### src/rtl/mmpd_pkg.sv
`timescale 1ns / 1ps
// ----------------------------------------------------------------------------
// mmpd_pkg
// Shared types and constants for the min/max pixel decimator.
// ----------------------------------------------------------------------------
package mmpd_pkg;

  typedef enum logic [1:0] {
    PH_BEFORE,
    PH_INSIDE,
    PH_DONE
  } phase_e;

  localparam logic [1:0] REG_X_ORIGIN        = 2'd0;
  localparam logic [1:0] REG_PIXELS_PER_UNIT = 2'd1;
  localparam logic [1:0] REG_UNITS_PER_PIXEL = 2'd2;
  localparam logic [1:0] REG_CANVAS_WIDTH    = 2'd3;

  localparam int COL_FULL_W = 28;
  localparam int FIFO_DEPTH = 8;
  localparam int FIFO_PTR_W = 3;
  localparam int FIFO_CNT_W = 4;
  localparam int MAX_PUSH   = 3;

  typedef struct packed {
    logic [31:0] x_origin;
    logic [31:0] pixels_per_unit;
    logic [31:0] units_per_pixel;
    logic [12:0] canvas_width;
  } cfg_t;

  typedef struct packed {
    logic [31:0]        x;
    logic signed [31:0] y;
    logic               last;
  } point_t;

  typedef struct packed {
    logic [31:0]           x;
    logic signed [31:0]    y;
    logic                  last;
    logic                  left;
    logic [COL_FULL_W-1:0] col;
    logic                  col_ge_w;
    logic [31:0]           col_edge;
  } item_t;

endpackage

### src/rtl/mmpd_map.sv
`timescale 1ns / 1ps
// ----------------------------------------------------------------------------
// mmpd_map
// Column mapping pipeline: offset, scale to column, column edge x.
// ----------------------------------------------------------------------------
module mmpd_map
  import mmpd_pkg::*;
#(
  parameter int MAX_COLUMNS = 4096
) (
  input  logic               clk_i,
  input  logic               rst_ni,
  input  logic               adv_i,
  input  logic               in_valid_i,
  input  logic [31:0]        sample_x_i,
  input  logic signed [31:0] sample_y_i,
  input  logic               last_sample_i,
  input  cfg_t               cfg_i,
  output logic               out_valid_o,
  output item_t              out_item_o
);

  localparam int CUR_W = ($clog2(MAX_COLUMNS) < 13) ? $clog2(MAX_COLUMNS) : 13;
  localparam int EP_W  = CUR_W + 32;

  // stage 1
  logic               s1_v_q;
  logic [31:0]        s1_x_q;
  logic signed [31:0] s1_y_q;
  logic               s1_last_q, s1_left_q, s1_ge_q;
  logic [31:0]        s1_diff_q;

  // stage 2..4
  logic               s2_v_q, s3_v_q, s4_v_q;
  item_t              s2_q, s3_q, s4_q;
  logic [EP_W-1:0]    s3_eprod_q;

  logic [63:0]        s2_prod;
  logic [EP_W:0]      s4_sum;

  assign s2_prod = 64'(s1_diff_q) * 64'(cfg_i.pixels_per_unit);
  assign s4_sum  = (EP_W+1)'(cfg_i.x_origin) + (EP_W+1)'(s3_eprod_q);

  always_ff @(posedge clk_i or negedge rst_ni) begin
    if (!rst_ni) begin
      s1_v_q <= 1'b0;
      s2_v_q <= 1'b0;
      s3_v_q <= 1'b0;
      s4_v_q <= 1'b0;
    end else if (adv_i) begin
      s1_v_q <= in_valid_i;
      s2_v_q <= s1_v_q;
      s3_v_q <= s2_v_q;
      s4_v_q <= s3_v_q;
    end
  end

  always_ff @(posedge clk_i) begin
    if (adv_i) begin
      s1_x_q    <= sample_x_i;
      s1_y_q    <= sample_y_i;
      s1_last_q <= last_sample_i;
      s1_left_q <= (sample_x_i < cfg_i.x_origin) && (cfg_i.pixels_per_unit != 32'd0);
      s1_ge_q   <= (sample_x_i >= cfg_i.x_origin);
      s1_diff_q <= sample_x_i - cfg_i.x_origin;

      s2_q <= '{x:        s1_x_q,
                y:        s1_y_q,
                last:     s1_last_q,
                left:     s1_left_q,
                col:      s1_ge_q ? s2_prod[63:36] : '0,
                col_ge_w: 1'b0,
                col_edge: '0};

      s3_q <= '{x:        s2_q.x,
                y:        s2_q.y,
                last:     s2_q.last,
                left:     s2_q.left,
                col:      s2_q.col,
                col_ge_w: (s2_q.col >= COL_FULL_W'(cfg_i.canvas_width)) ||
                          (s2_q.col >= COL_FULL_W'(MAX_COLUMNS)),
                col_edge: '0};
      s3_eprod_q <= EP_W'(s2_q.col[CUR_W-1:0]) * EP_W'(cfg_i.units_per_pixel);

      s4_q <= '{x:        s3_q.x,
                y:        s3_q.y,
                last:     s3_q.last,
                left:     s3_q.left,
                col:      s3_q.col,
                col_ge_w: s3_q.col_ge_w,
                col_edge: (|s4_sum[EP_W:32]) ? 32'hFFFF_FFFF : s4_sum[31:0]};
    end
  end

  assign out_valid_o = s4_v_q;
  assign out_item_o  = s4_q;

endmodule

### config.mk
export PLATFORM = sky130hd
export DESIGN_NAME = mmpd_map
export DESIGN_NICKNAME = d
export VERILOG_FILES = /design/src/rtl/mmpd_pkg.sv /design/src/rtl/mmpd_map.sv
export SDC_FILE = /design/constraint.sdc
export NUM_CORES = 2
export LEC_CHECK = 0
export ABC_AREA = 1
export BUFFER_PORTS_ARGS = -buffer_cell sky130_fd_sc_hd__buf_2
export CAP_MARGIN = 40
export CORE_AREA = 3 3 369 371
export CTS_CLUSTER_DIAMETER = 50
export DETAILED_ROUTE_END_ITERATION = 10
export DIE_AREA = 0 0 372 374
export HOLD_SLACK_MARGIN = 0.02
export PLACE_DENSITY = 0.67
export SLEW_MARGIN = 20
export SYNTH_ARGS = -nofsm -noshare
export SYNTH_HDL_FRONTEND = slang
export SYNTH_SLANG_ARGS = --single-unit
### constraint.sdc
create_clock -name clk_i -period 13.2 [get_ports clk_i]
set_clock_uncertainty 0.15 [all_clocks]
set_input_delay 1.32 -clock clk_i [delete_from_list [all_inputs] [get_ports clk_i]]
set_output_delay 1.32 -clock clk_i [all_outputs]
set_load 0.02 [all_outputs]
==> run summary <==
CTS resizes = 0
critical path class = primary input to flip-flop
unrepaired setup endpoints after global routing = false
Core Region = 133000 µm²
IO Pins = 306
# hold bufs at CTS = 0
Sink Count = 463
drt pass-1 iters = 6
Peak Freq = 119 MHz
final net count = 9732
fin util = 53.7%
Slew HR = 31.6%
ys async rst share = 0.864%
Clock Path Buffers = 3
remaining global-route overflow = 0
DRT iter0 DRCs = 3505
Routed WL = 189000 µm
Worst path max stage delay = 0.75 ns
Final Critical Period = 8.39 ns
register area = 13900 µm²
DR vias = 50337
Startpoint Class = primary input
most frequent cells in the layout = inv_1 (2254), nand2_1 (2055), fa_1 (1197)
gpl congestion = 0.951
pre-CTS WS = 4.41 ns
synthesized instance count = 7819
first-pass GRT wire length = 300000 µm
crit path max-delay cell type = fa_1
Final ANT Viol Nets = 0
WP buf/inv = 6
final setup vio count = 0
CTS root buffer = clkbuf_16
Min-Delay Path Class = flip-flop to flip-flop
placed instance count = 9643
# port buffers = 305
post-synth top area share = 36.0%
clock latency on the worst-skew pair = 0.68 ns
H-tree levels = 2
Tightest Pin Transition = 1.03 ns
CP required = 13.46 ns
Detail Placement HPWL = 151000 µm
ys flop type = edfxtp_1
die height = 374 µm
Top cell by count, worst path = fa_1
Crit. End Element = flip-flop
Synth Cell Area = 66500 µm²
Unique masters post-synth = 43
pin count of the biggest net entering global routing = 124
#FFs+latches synth = 463
initial antenna violation count = 35
Initial Utilization = 49.9%
Max-Cap Viols = 0
Synthesized Nets = 9613
vias per inst = 5.15
number of synthesis warnings = 0
setup_tns = 0 ns
vias in the first global route = 54371
# rows = 134
die area = 139000 µm²
pins over their slew limit = 0
share of layout cells above drive strength 1 = 6.05%
final period utilization = 63.6%
Total GRT Usage = 27.9%
top post-synthesis cells by area = fa_1 (36%), edfxtp_1 (21%), inv_1 (13%)
TritonCTS clock tree = yes
average cell area after synthesis = 8.51 µm²
final hold violation count = 0
part of the Yosys area used for sequential elements = 20.9%
CP max FO = 33
kind of cell adding the most delay to the critical path = adder cells
Inserted Clock Buffers = 56
Remaining DRCs = 0
Worst Slack Setup Final = 4.81 ns
CP arrival = 8.65 ns
synthesis-to-finish area growth = 7.61%
Post-synth EDFFs = 459
commonest non-fill, non-tap cell in the layout = inv_1
fin cells = 9780
Die W = 372 µm
area of the multi-input gates = 43000 µm²
outcome = complete, no violations
Avg WL per Cell = 19.3 µm
fillcell total = 12324
leading area contributor after synthesis = fa_1
post-CTS setup repair buffer count = 0
clock transition at the registers of the reported paths = 0.06 ns
[final cells by class]
| type | instances | area share, % |
|---|---|---|
| repair buffers | 365 | 2.93 |
| clock buffers | 69 | 2.12 |
| diodes | 28 | 0.0979 |
| well taps | 1768 | 3.09 |
| flip-flops and latches | 463 | 19.4 |
| clock inverters | 35 | 0.488 |
| multi-input cells | 4797 | 60.1 |
| inverters | 2255 | 11.8 |
[sequential cells by signal, summed over array words and instances (netlist names), 32 cells and up]
register    count
s3_q           95
s3_eprod_q     44
s1_diff_q      32
out_item_o    127
s2_q           94
s1_x_q         32
s1_y_q         32
[per-layer routing]
metal  wire length [µm]  GRT usage [%]
met1              73200           34.7
met2              94700           47.9
met3              11700           3.98
met4               9450           13.0
met5                 32              0
[stage by stage]
step,hold WS (ns),instance area [µm²]
after detailed placement,0.255,69600
after CTS,0.168,71400
final,0.180,71600
after floorplan,0.250,66500
after global placement,0.250,69500
after global routing,0.177,71600
[synthesized netlist by cell type (all sizes together), types with 6 or more instances]
| library cell | count |
|---|---|
| inv | 2255 |
| nand2 | 2059 |
| o21a | 19 |
| a21boi | 15 |
| a21oi | 201 |
| nand4 | 35 |
| nor4 | 27 |
| a21o | 29 |
| ha | 419 |
| a31oi | 25 |
| buf | 8 |
| o21ai | 110 |
| fa | 1197 |
| o21bai | 25 |
| nand3 | 132 |
| edfxtp | 459 |
| nor2 | 336 |
| xnor2 | 43 |
| nor3 | 32 |
| o211ai | 6 |
| xor2 | 60 |
| clkbuf | 296 |
| and2 | 6 |
[worst reg2reg max path, cell delays in order, from the launching register on]
cell      delay (ns)
edfxtp_1        0.33
buf_4           0.51
nand2_1         0.14
inv_1           0.10
fa_1            0.45
fa_1            0.75
inv_1           0.12
fa_1            0.47
fa_1            0.59
fa_1            0.58
inv_1           0.05
fa_1            0.47
fa_1            0.53
fa_1            0.48
ha_1            0.36
nand2_1         0.08
nor2_1          0.09
inv_1           0.07
nor2_1          0.17
inv_1           0.08
nor2_1          0.20
nand4_1         0.12
o211ai_1        0.40
nand2_1         0.09
nand2_1         0.11
nand2_1         0.06
nand2_1         0.05
nor2_1          0.06
[kinds of logic after synthesis]
family / count (synthesis) / share of synthesized area, %
AND/OR/NAND/NOR: 2634 / 15.6
flip-flops: 463 / 20.9
AO/OA/AOI/OAI: 444 / 3.82
buffers and inverters: 2559 / 14.5
adder cells (fa/ha/maj): 1616 / 43.9
XOR/XNOR: 103 / 1.36
[path summary, 6_finish.rpt]
check / from / to / slack (ns) / cells after the start
setup reg to reg: s1_diff_q[13] / s2_q[41] / 5.25 / 27
max in group asynchronous: rst_ni / s2_v_q / 12.48 / 1
min in group asynchronous: rst_ni / s3_v_q / 0.30 / 1
hold reg to reg: s1_x_q[23] / s2_q[118] / 0.18 / 0
setup / recovery: cfg_i[55] / s2_q[41] / 4.81 / 27
hold / removal: s1_x_q[23] / s2_q[118] / 0.18 / 0
Power is not shown: default switching activity piles up to over one toggle a cycle in this logic, so the estimate is an artifact.
