<file path="config.mk">
export PLATFORM = sky130hd
export DESIGN_NAME = mmpd_col
export DESIGN_NICKNAME = d
export VERILOG_FILES = /design/src/rtl/mmpd_pkg.sv /design/src/rtl/mmpd_col.sv
export SDC_FILE = /design/constraint.sdc
export NUM_CORES = 1
export LEC_CHECK = 0
export ABC_AREA = 1
export CAP_MARGIN = 20
export CORE_UTILIZATION = 40
export CTS_CLUSTER_DIAMETER = 150
export DETAILED_ROUTE_END_ITERATION = 8
export DONT_BUFFER_PORTS = 1
export REMOVE_ABC_BUFFERS = 1
export SLEW_MARGIN = 15
export SYNTH_ARGS = -nofsm -noshare
export SYNTH_HDL_FRONTEND = slang
export SYNTH_SLANG_ARGS = --single-unit
</file>
<file path="constraint.sdc">
create_clock -name clk_i -period 13.15 [get_ports clk_i]
set_input_delay 1.315 -clock clk_i [delete_from_list [all_inputs] [get_ports clk_i]]
set_output_delay 1.315 -clock clk_i [all_outputs]
set_load 0.01 [all_outputs]
</file>
<file path="src/rtl/mmpd_pkg.sv">
`timescale 1ns / 1ps
// ----------------------------------------------------------------------------
// mmpd_pkg
// Shared types and constants for the min/max pixel decimator.
// ----------------------------------------------------------------------------
package mmpd_pkg;

  typedef enum logic [1:0] {
    PH_BEFORE,
    PH_INSIDE,
    PH_DONE
  } phase_e;

  localparam logic [1:0] REG_X_ORIGIN        = 2'd0;
  localparam logic [1:0] REG_PIXELS_PER_UNIT = 2'd1;
  localparam logic [1:0] REG_UNITS_PER_PIXEL = 2'd2;
  localparam logic [1:0] REG_CANVAS_WIDTH    = 2'd3;

  localparam int COL_FULL_W = 28;
  localparam int FIFO_DEPTH = 8;
  localparam int FIFO_PTR_W = 3;
  localparam int FIFO_CNT_W = 4;
  localparam int MAX_PUSH   = 3;

  typedef struct packed {
    logic [31:0] x_origin;
    logic [31:0] pixels_per_unit;
    logic [31:0] units_per_pixel;
    logic [12:0] canvas_width;
  } cfg_t;

  typedef struct packed {
    logic [31:0]        x;
    logic signed [31:0] y;
    logic               last;
  } point_t;

  typedef struct packed {
    logic [31:0]           x;
    logic signed [31:0]    y;
    logic                  last;
    logic                  left;
    logic [COL_FULL_W-1:0] col;
    logic                  col_ge_w;
    logic [31:0]           col_edge;
  } item_t;

endpackage

</file>
<file path="src/rtl/mmpd_col.sv">
`timescale 1ns / 1ps
// ----------------------------------------------------------------------------
// mmpd_col
// Run and column tracker: min/max per column, emits up to three points.
// ----------------------------------------------------------------------------
module mmpd_col
  import mmpd_pkg::*;
#(
  parameter int MAX_COLUMNS = 4096
) (
  input  logic                     clk_i,
  input  logic                     rst_ni,
  input  logic                     adv_i,
  input  logic                     in_valid_i,
  input  item_t                    item_i,
  output logic [1:0]               push_n_o,
  output point_t [MAX_PUSH-1:0]    push_pts_o
);

  localparam int CUR_W = ($clog2(MAX_COLUMNS) < 13) ? $clog2(MAX_COLUMNS) : 13;

  phase_e             phase_q, phase_d;
  logic               prev_valid_q, prev_valid_d;
  logic [31:0]        prev_x_q, prev_x_d;
  logic signed [31:0] prev_y_q, prev_y_d;
  logic [CUR_W-1:0]   cur_col_q, cur_col_d;
  logic signed [31:0] col_min_q, col_min_d, col_max_q, col_max_d;
  logic [1:0]         col_cnt_q, col_cnt_d;
  logic [31:0]        single_x_q, single_x_d;
  logic signed [31:0] single_y_q, single_y_d;
  logic [31:0]        col_edge_q, col_edge_d;

  logic   fire, joins, flush, tail_v;
  logic [1:0] head_n;
  point_t h0, h1, tail;

  assign fire  = adv_i && in_valid_i;
  assign joins = item_i.left || (item_i.col <= COL_FULL_W'(cur_col_q));

  // next state
  always_comb begin
    phase_d      = phase_q;
    prev_valid_d = prev_valid_q;
    prev_x_d     = prev_x_q;
    prev_y_d     = prev_y_q;
    cur_col_d    = cur_col_q;
    col_min_d    = col_min_q;
    col_max_d    = col_max_q;
    col_cnt_d    = col_cnt_q;
    single_x_d   = single_x_q;
    single_y_d   = single_y_q;
    col_edge_d   = col_edge_q;
    if (fire) begin
      unique case (phase_q)
        PH_BEFORE: begin
          if (item_i.last) begin
            phase_d      = PH_BEFORE;
            prev_valid_d = 1'b0;
            col_cnt_d    = 2'd0;
          end else if (item_i.left) begin
            prev_x_d     = item_i.x;
            prev_y_d     = item_i.y;
            prev_valid_d = 1'b1;
          end else if (item_i.col_ge_w) begin
            phase_d = PH_DONE;
          end else begin
            phase_d    = PH_INSIDE;
            cur_col_d  = item_i.col[CUR_W-1:0];
            col_cnt_d  = 2'd1;
            col_min_d  = item_i.y;
            col_max_d  = item_i.y;
            single_x_d = item_i.x;
            single_y_d = item_i.y;
            col_edge_d = item_i.col_edge;
          end
        end
        PH_INSIDE: begin
          if (item_i.last) begin
            phase_d      = PH_BEFORE;
            prev_valid_d = 1'b0;
            col_cnt_d    = 2'd0;
          end else if (joins) begin
            if (item_i.y < col_min_q) col_min_d = item_i.y;
            if (item_i.y > col_max_q) col_max_d = item_i.y;
            if (col_cnt_q < 2'd2) col_cnt_d = col_cnt_q + 2'd1;
          end else if (item_i.col_ge_w) begin
            phase_d   = PH_DONE;
            col_cnt_d = 2'd0;
          end else begin
            cur_col_d  = item_i.col[CUR_W-1:0];
            col_cnt_d  = 2'd1;
            col_min_d  = item_i.y;
            col_max_d  = item_i.y;
            single_x_d = item_i.x;
            single_y_d = item_i.y;
            col_edge_d = item_i.col_edge;
          end
        end
        PH_DONE: begin
          if (item_i.last) begin
            phase_d      = PH_BEFORE;
            prev_valid_d = 1'b0;
            col_cnt_d    = 2'd0;
          end
        end
        default: phase_d = PH_BEFORE;
      endcase
    end
  end

  // outputs
  always_comb begin
    flush  = 1'b0;
    tail_v = 1'b0;
    head_n = 2'd0;
    h0     = '0;
    h1     = '0;
    tail   = '{x: item_i.x, y: item_i.y, last: 1'b1};
    if (fire) begin
      unique case (phase_q)
        PH_BEFORE: begin
          if (item_i.last || !item_i.left) begin
            if (prev_valid_q) begin
              head_n = 2'd1;
              h0     = '{x: prev_x_q, y: prev_y_q, last: 1'b0};
            end
            tail_v = item_i.last ? prev_valid_q : item_i.col_ge_w;
          end
        end
        PH_INSIDE: begin
          if (item_i.last) begin
            flush  = 1'b1;
            tail_v = 1'b1;
          end else if (!joins) begin
            flush  = 1'b1;
            tail_v = item_i.col_ge_w;
          end
        end
        PH_DONE: ;
        default: ;
      endcase
    end
    if (flush) begin
      if (col_cnt_q == 2'd1) begin
        head_n = 2'd1;
        h0     = '{x: single_x_q, y: single_y_q, last: 1'b0};
      end else if (col_cnt_q >= 2'd2) begin
        head_n = 2'd2;
        h0     = '{x: col_edge_q, y: col_min_q, last: 1'b0};
        h1     = '{x: col_edge_q, y: col_max_q, last: 1'b0};
      end
    end
    push_pts_o[0] = h0;
    push_pts_o[1] = h1;
    push_pts_o[2] = tail;
    unique case (head_n)
      2'd0:    push_pts_o[0] = tail;
      2'd1:    push_pts_o[1] = tail;
      default: ;
    endcase
    push_n_o = head_n + {1'b0, tail_v};
  end

  always_ff @(posedge clk_i or negedge rst_ni) begin
    if (!rst_ni) begin
      phase_q      <= PH_BEFORE;
      prev_valid_q <= 1'b0;
      col_cnt_q    <= 2'd0;
    end else begin
      phase_q      <= phase_d;
      prev_valid_q <= prev_valid_d;
      col_cnt_q    <= col_cnt_d;
    end
  end

  always_ff @(posedge clk_i) begin
    prev_x_q   <= prev_x_d;
    prev_y_q   <= prev_y_d;
    cur_col_q  <= cur_col_d;
    col_min_q  <= col_min_d;
    col_max_q  <= col_max_d;
    single_x_q <= single_x_d;
    single_y_q <= single_y_d;
    col_edge_q <= col_edge_d;
  end

endmodule

</file>
==> flow_metrics.py <==
metrics = {
    "drt": {
        "routed_wl_um": 47200,
        "detail-route-antenna-nets": 0,
        "drt-vias-per-instance": 5.38,
        "routedWlPerCell_um": 19.0,
        "drt_iter0_markers": 1129,
        "post-route-drc-count": 0,
        "dr.pass1.iters": 6,
        "dr_total_vias": 13400,
    },
    "clock_network": {
        "hold_buffers": 0,
        "htreeDepth": 1,
        "numCtsBuffers": 29,
        "clk_latency_ns": 0.56,
        "post_cts_buffers": 0,
        "clk_path_buf_depth": 3,
        "cts_tree": "built",
        "root_buffer": "clkbuf_16",
        "cts_resized": 0,
        "path_clk_slew_ns": 0.06,
        "cts_sinks": 241,
    },
    "finish": {
        "fin_nets": 2151,
        "area_growth_pct": 4.93,
        "final_cell_area_sq_um": 17000,
        "fill_cells": 3962,
        "drive_above_1_share_pct": 5.71,
        "antenna_cells": 0,
    },
    "floorplanning": {
        "core_area_sq_um": 39800,
        "dieArea_sq_um": 41200,
        "die_h_um": 203,
        "ios": 328,
        "initial_core_util_pct": 40.6,
        "std_cell_rows": 73,
        "die_w_um": 203,
    },
    "timing": {
        "final_max_slew_viol_count": 0,
        "finalSetupViolations": 0,
        "worst_pin_slew_ns": 1.08,
        "rsz0062_at_grt": "false",
        "hold_viol": 0,
        "tns_ns": 0,
        "slew_headroom_pct": 28.0,
        "period_needed_ns": 6.46,
        "finalCritPeriodShare_pct": 49.1,
        "fmax_ghz": 0.155,
        "fin_skew_ns": 0.00814,
    },
    "worst_setup_path": {
        "path_delay_family": "simple AND/OR/NAND/NOR gates",
        "worst-path-buf-inv": 1,
        "worstSetupPathType": "in2out",
        "cp_max_fo": 76,
        "path_cells": "ha_1 -> nand2_1 -> nor2_2 -> and2_1 -> nand2_1 -> nand3_2 -> nand3_4 -> nand2_4 -> nand2_4 -> nand2_4 -> nand2_4 -> buf_16 -> ha_1 -> xnor2_1",
        "critical_path_arrival_ns": 5.14,
        "cp_slowest_stage_delay_ns": 0.70,
        "worst_ep_required_time_ns": 11.84,
        "cp_slowest_cell": "nand2_4",
        "crit_top_cell": "nand2_4",
        "endpoint_kind": "primary output",
        "start_kind": "input port",
    },
    "placed_design": {
        "port_buffers": 0,
        "dpl-instance-area_sq_um": 16000,
        "hpwlAfterDp_um": 28700,
        "place.gp.congestion": 0.798,
    },
    "run": {
        "drv_cap": 0,
    },
    "logic_synthesis": {
        "synth-compound-area-share_pct": 11.9,
        "synth.area.mux_share_pct": 0,
        "syn_area_per_cell_sq_um": 7.80,
        "ys_seq_area_share_pct": 44.6,
        "synthAdderAreaFrac_pct": 6.34,
        "synth_seq_cells": 241,
        "synth_top_family_by_area": "simple AND/OR/NAND/NOR gates",
        "yosysWarnings": 0,
        "synth-xor-area-share_pct": 0.0542,
        "yosys.area_share.simple_pct": 22.9,
        "synthDistinctLibCells": 33,
        "synthCells": 2074,
        "netlist_area_sq_um": 16200,
    },
    "hold_path": {
        "hold_class": "in2async",
    },
    "pwr": {
        "power-per-cell-area_nw_per_um2": 132,
        "irDropWorstVdd_v": 0.0000874,
        "p_leak_nw": 7.61,
    },
    "run_status": {
        "outcome": "finished clean",
    },
    "global_route": {
        "grt_usage_pct": 22.3,
        "grt_pass1_vias": 12700,
        "grt_overflow": 0,
        "grt_pass1_wl_um": 71700,
        "antenna_found_initial": 0,
        "grt_max_degree": 98,
    },
}
==> worst register-to-register path, delay by kind of cell (launching register included) <==
kind | cells | cell delay [ns]
buffers and inverters | 6 | 2.67
adder cells (fa/ha/maj) | 1 | 0.28
flip-flops | 1 | 0.34
AND/OR/NAND/NOR | 9 | 0.91
==> power by group <==
group	switching [mW]	leakage (nW)	internal, mW	total, mW
clock	0.330	0.468	0.479	0.809
combinational	0.366	4.94	0.153	0.519
sequential	0.0150	2.20	0.893	0.908
total	0.711	7.61	1.53	2.24
==> registers in the layout, summed over array words and instances (netlist names), 2 cells and up <==
| name | cells |
|---|---|
| col_edge_q | 32 |
| single_y_q | 32 |
| prev_x_q | 32 |
| col_max_q | 32 |
| col_min_q | 32 |
| single_x_q | 32 |
| prev_y_q | 32 |
| cur_col_q | 12 |
| col_cnt_q | 2 |
| phase_q | 2 |
==> Yosys cell counts <==
cell      count  share of area [%]
a21oi_1     107                3.3
o21ai_0     234                7.2
nor3_1        4               0.12
nor2_4        1              0.070
o211ai_1      2              0.093
nand4_1     105                4.1
nand2_1     510                 12
nor2_2        2              0.077
dfrtp_1       5               0.77
buf_4        72                3.3
nand2_2       2              0.077
inv_1       334                7.8
conb_1        1              0.023
nand3_4       1               0.11
o21bai_1      3               0.14
buf_1         5               0.12
inv_2         1              0.023
or2_2        31                1.2
o21ai_1      32               0.99
ha_1         82                6.3
nand3_1      79                2.4
a31oi_1       1              0.039
buf_6         3               0.21
nand3_2       3               0.19
xnor2_1       1              0.054
buf_2        42                1.3
o21a_1        2              0.093
edfxtp_1    236                 44
clkbuf_1     64                1.5
and2_1        1              0.039
nor2_1      102                2.4
nand2_4       1              0.070
nor4_1        5               0.19
==> final cells by class <==
type | count | area (sq um) | share of cell area, %
Sequential cell | 241 | 7210 | 42.5
Multi-Input combinational cell | 1312 | 6740 | 39.7
Inverter | 335 | 1260 | 7.42
Clock buffer | 33 | 741 | 4.36
Tap cell | 525 | 657 | 3.87
Clock inverter | 20 | 196 | 1.16
Timing Repair Buffer | 19 | 163 | 0.958
==> metrics by stage <==
| step | util (%) | setup slack [ns] | cells | hold slack [ns] | total power [mW] |
|---|---|---|---|---|---|
| 6_report | 42.6 | 6.69 | 2485 | 0.445 | 2.24 |
| 5_1_grt | 42.6 | 6.37 | 2485 | 0.421 | 2.35 |
| 4_1_cts | 42.5 | 6.23 | 2484 | 0.415 | 2.25 |
| 3_5_place_dp | 40.2 | 6.24 | 2431 | 0.568 | 1.44 |
| 3_3_place_gp | 40.2 | 6.34 | 2431 | 0.534 | 1.42 |
| 2_1_floorplan | - | 1.92 | 1888 | 0.507 | 1.31 |
==> layout by cell type (no fill, tap or decap), types with 29 or more instances in the layout <==
cell         n
a21oi_1    106
clkbuf_16   29
edfxtp_1   236
ha_1        81
inv_1      331
nand2_1    509
nand3_1     78
nand4_1    105
nor2_1     101
o21ai_0    234
o21ai_1     32
or2_2       31
==> cell families after synthesis <==
| family | count (synthesis) |
|---|---|
| AO/OA/AOI/OAI | 381 |
| XOR/XNOR | 1 |
| adder cells (fa/ha/maj) | 82 |
| buffers and inverters | 521 |
| flip-flops | 241 |
| other | 1 |
| AND/OR/NAND/NOR | 847 |
==> per-layer routing <==
layer | track usage [%] | vias up | routed length [um]
li1 | - | 6490 | -
met1 | 28.4 | 6314 | 20000
met2 | 38.5 | 492 | 22700
met3 | 3.64 | 79 | 3260
met4 | 7.41 | 0 | 1210
met5 | 0 | - | 0
==> path summary, 6_finish.rpt <==
path	startpoint	end	slack (ns)	cells after the start
max in group asynchronous	rst_ni	col_cnt_q[0]$_DFFE_PN0P_	12.64	0
max reg2reg	cur_col_q[11]$_DFFE_PP_	col_min_q[26]$_DFFE_PP_	8.59	16
min in group clk_i	phase_q[0]$_DFFE_PN0P_	phase_q[0]$_DFFE_PN0P_	0.58	2
min reg2reg	phase_q[0]$_DFFE_PN0P_	phase_q[0]$_DFFE_PN0P_	0.58	2
min	rst_ni	phase_q[0]$_DFFE_PN0P_	0.44	0
max	item_i[44]	push_n_o[1]	6.69	14
Power figures use the tool's default switching activity.
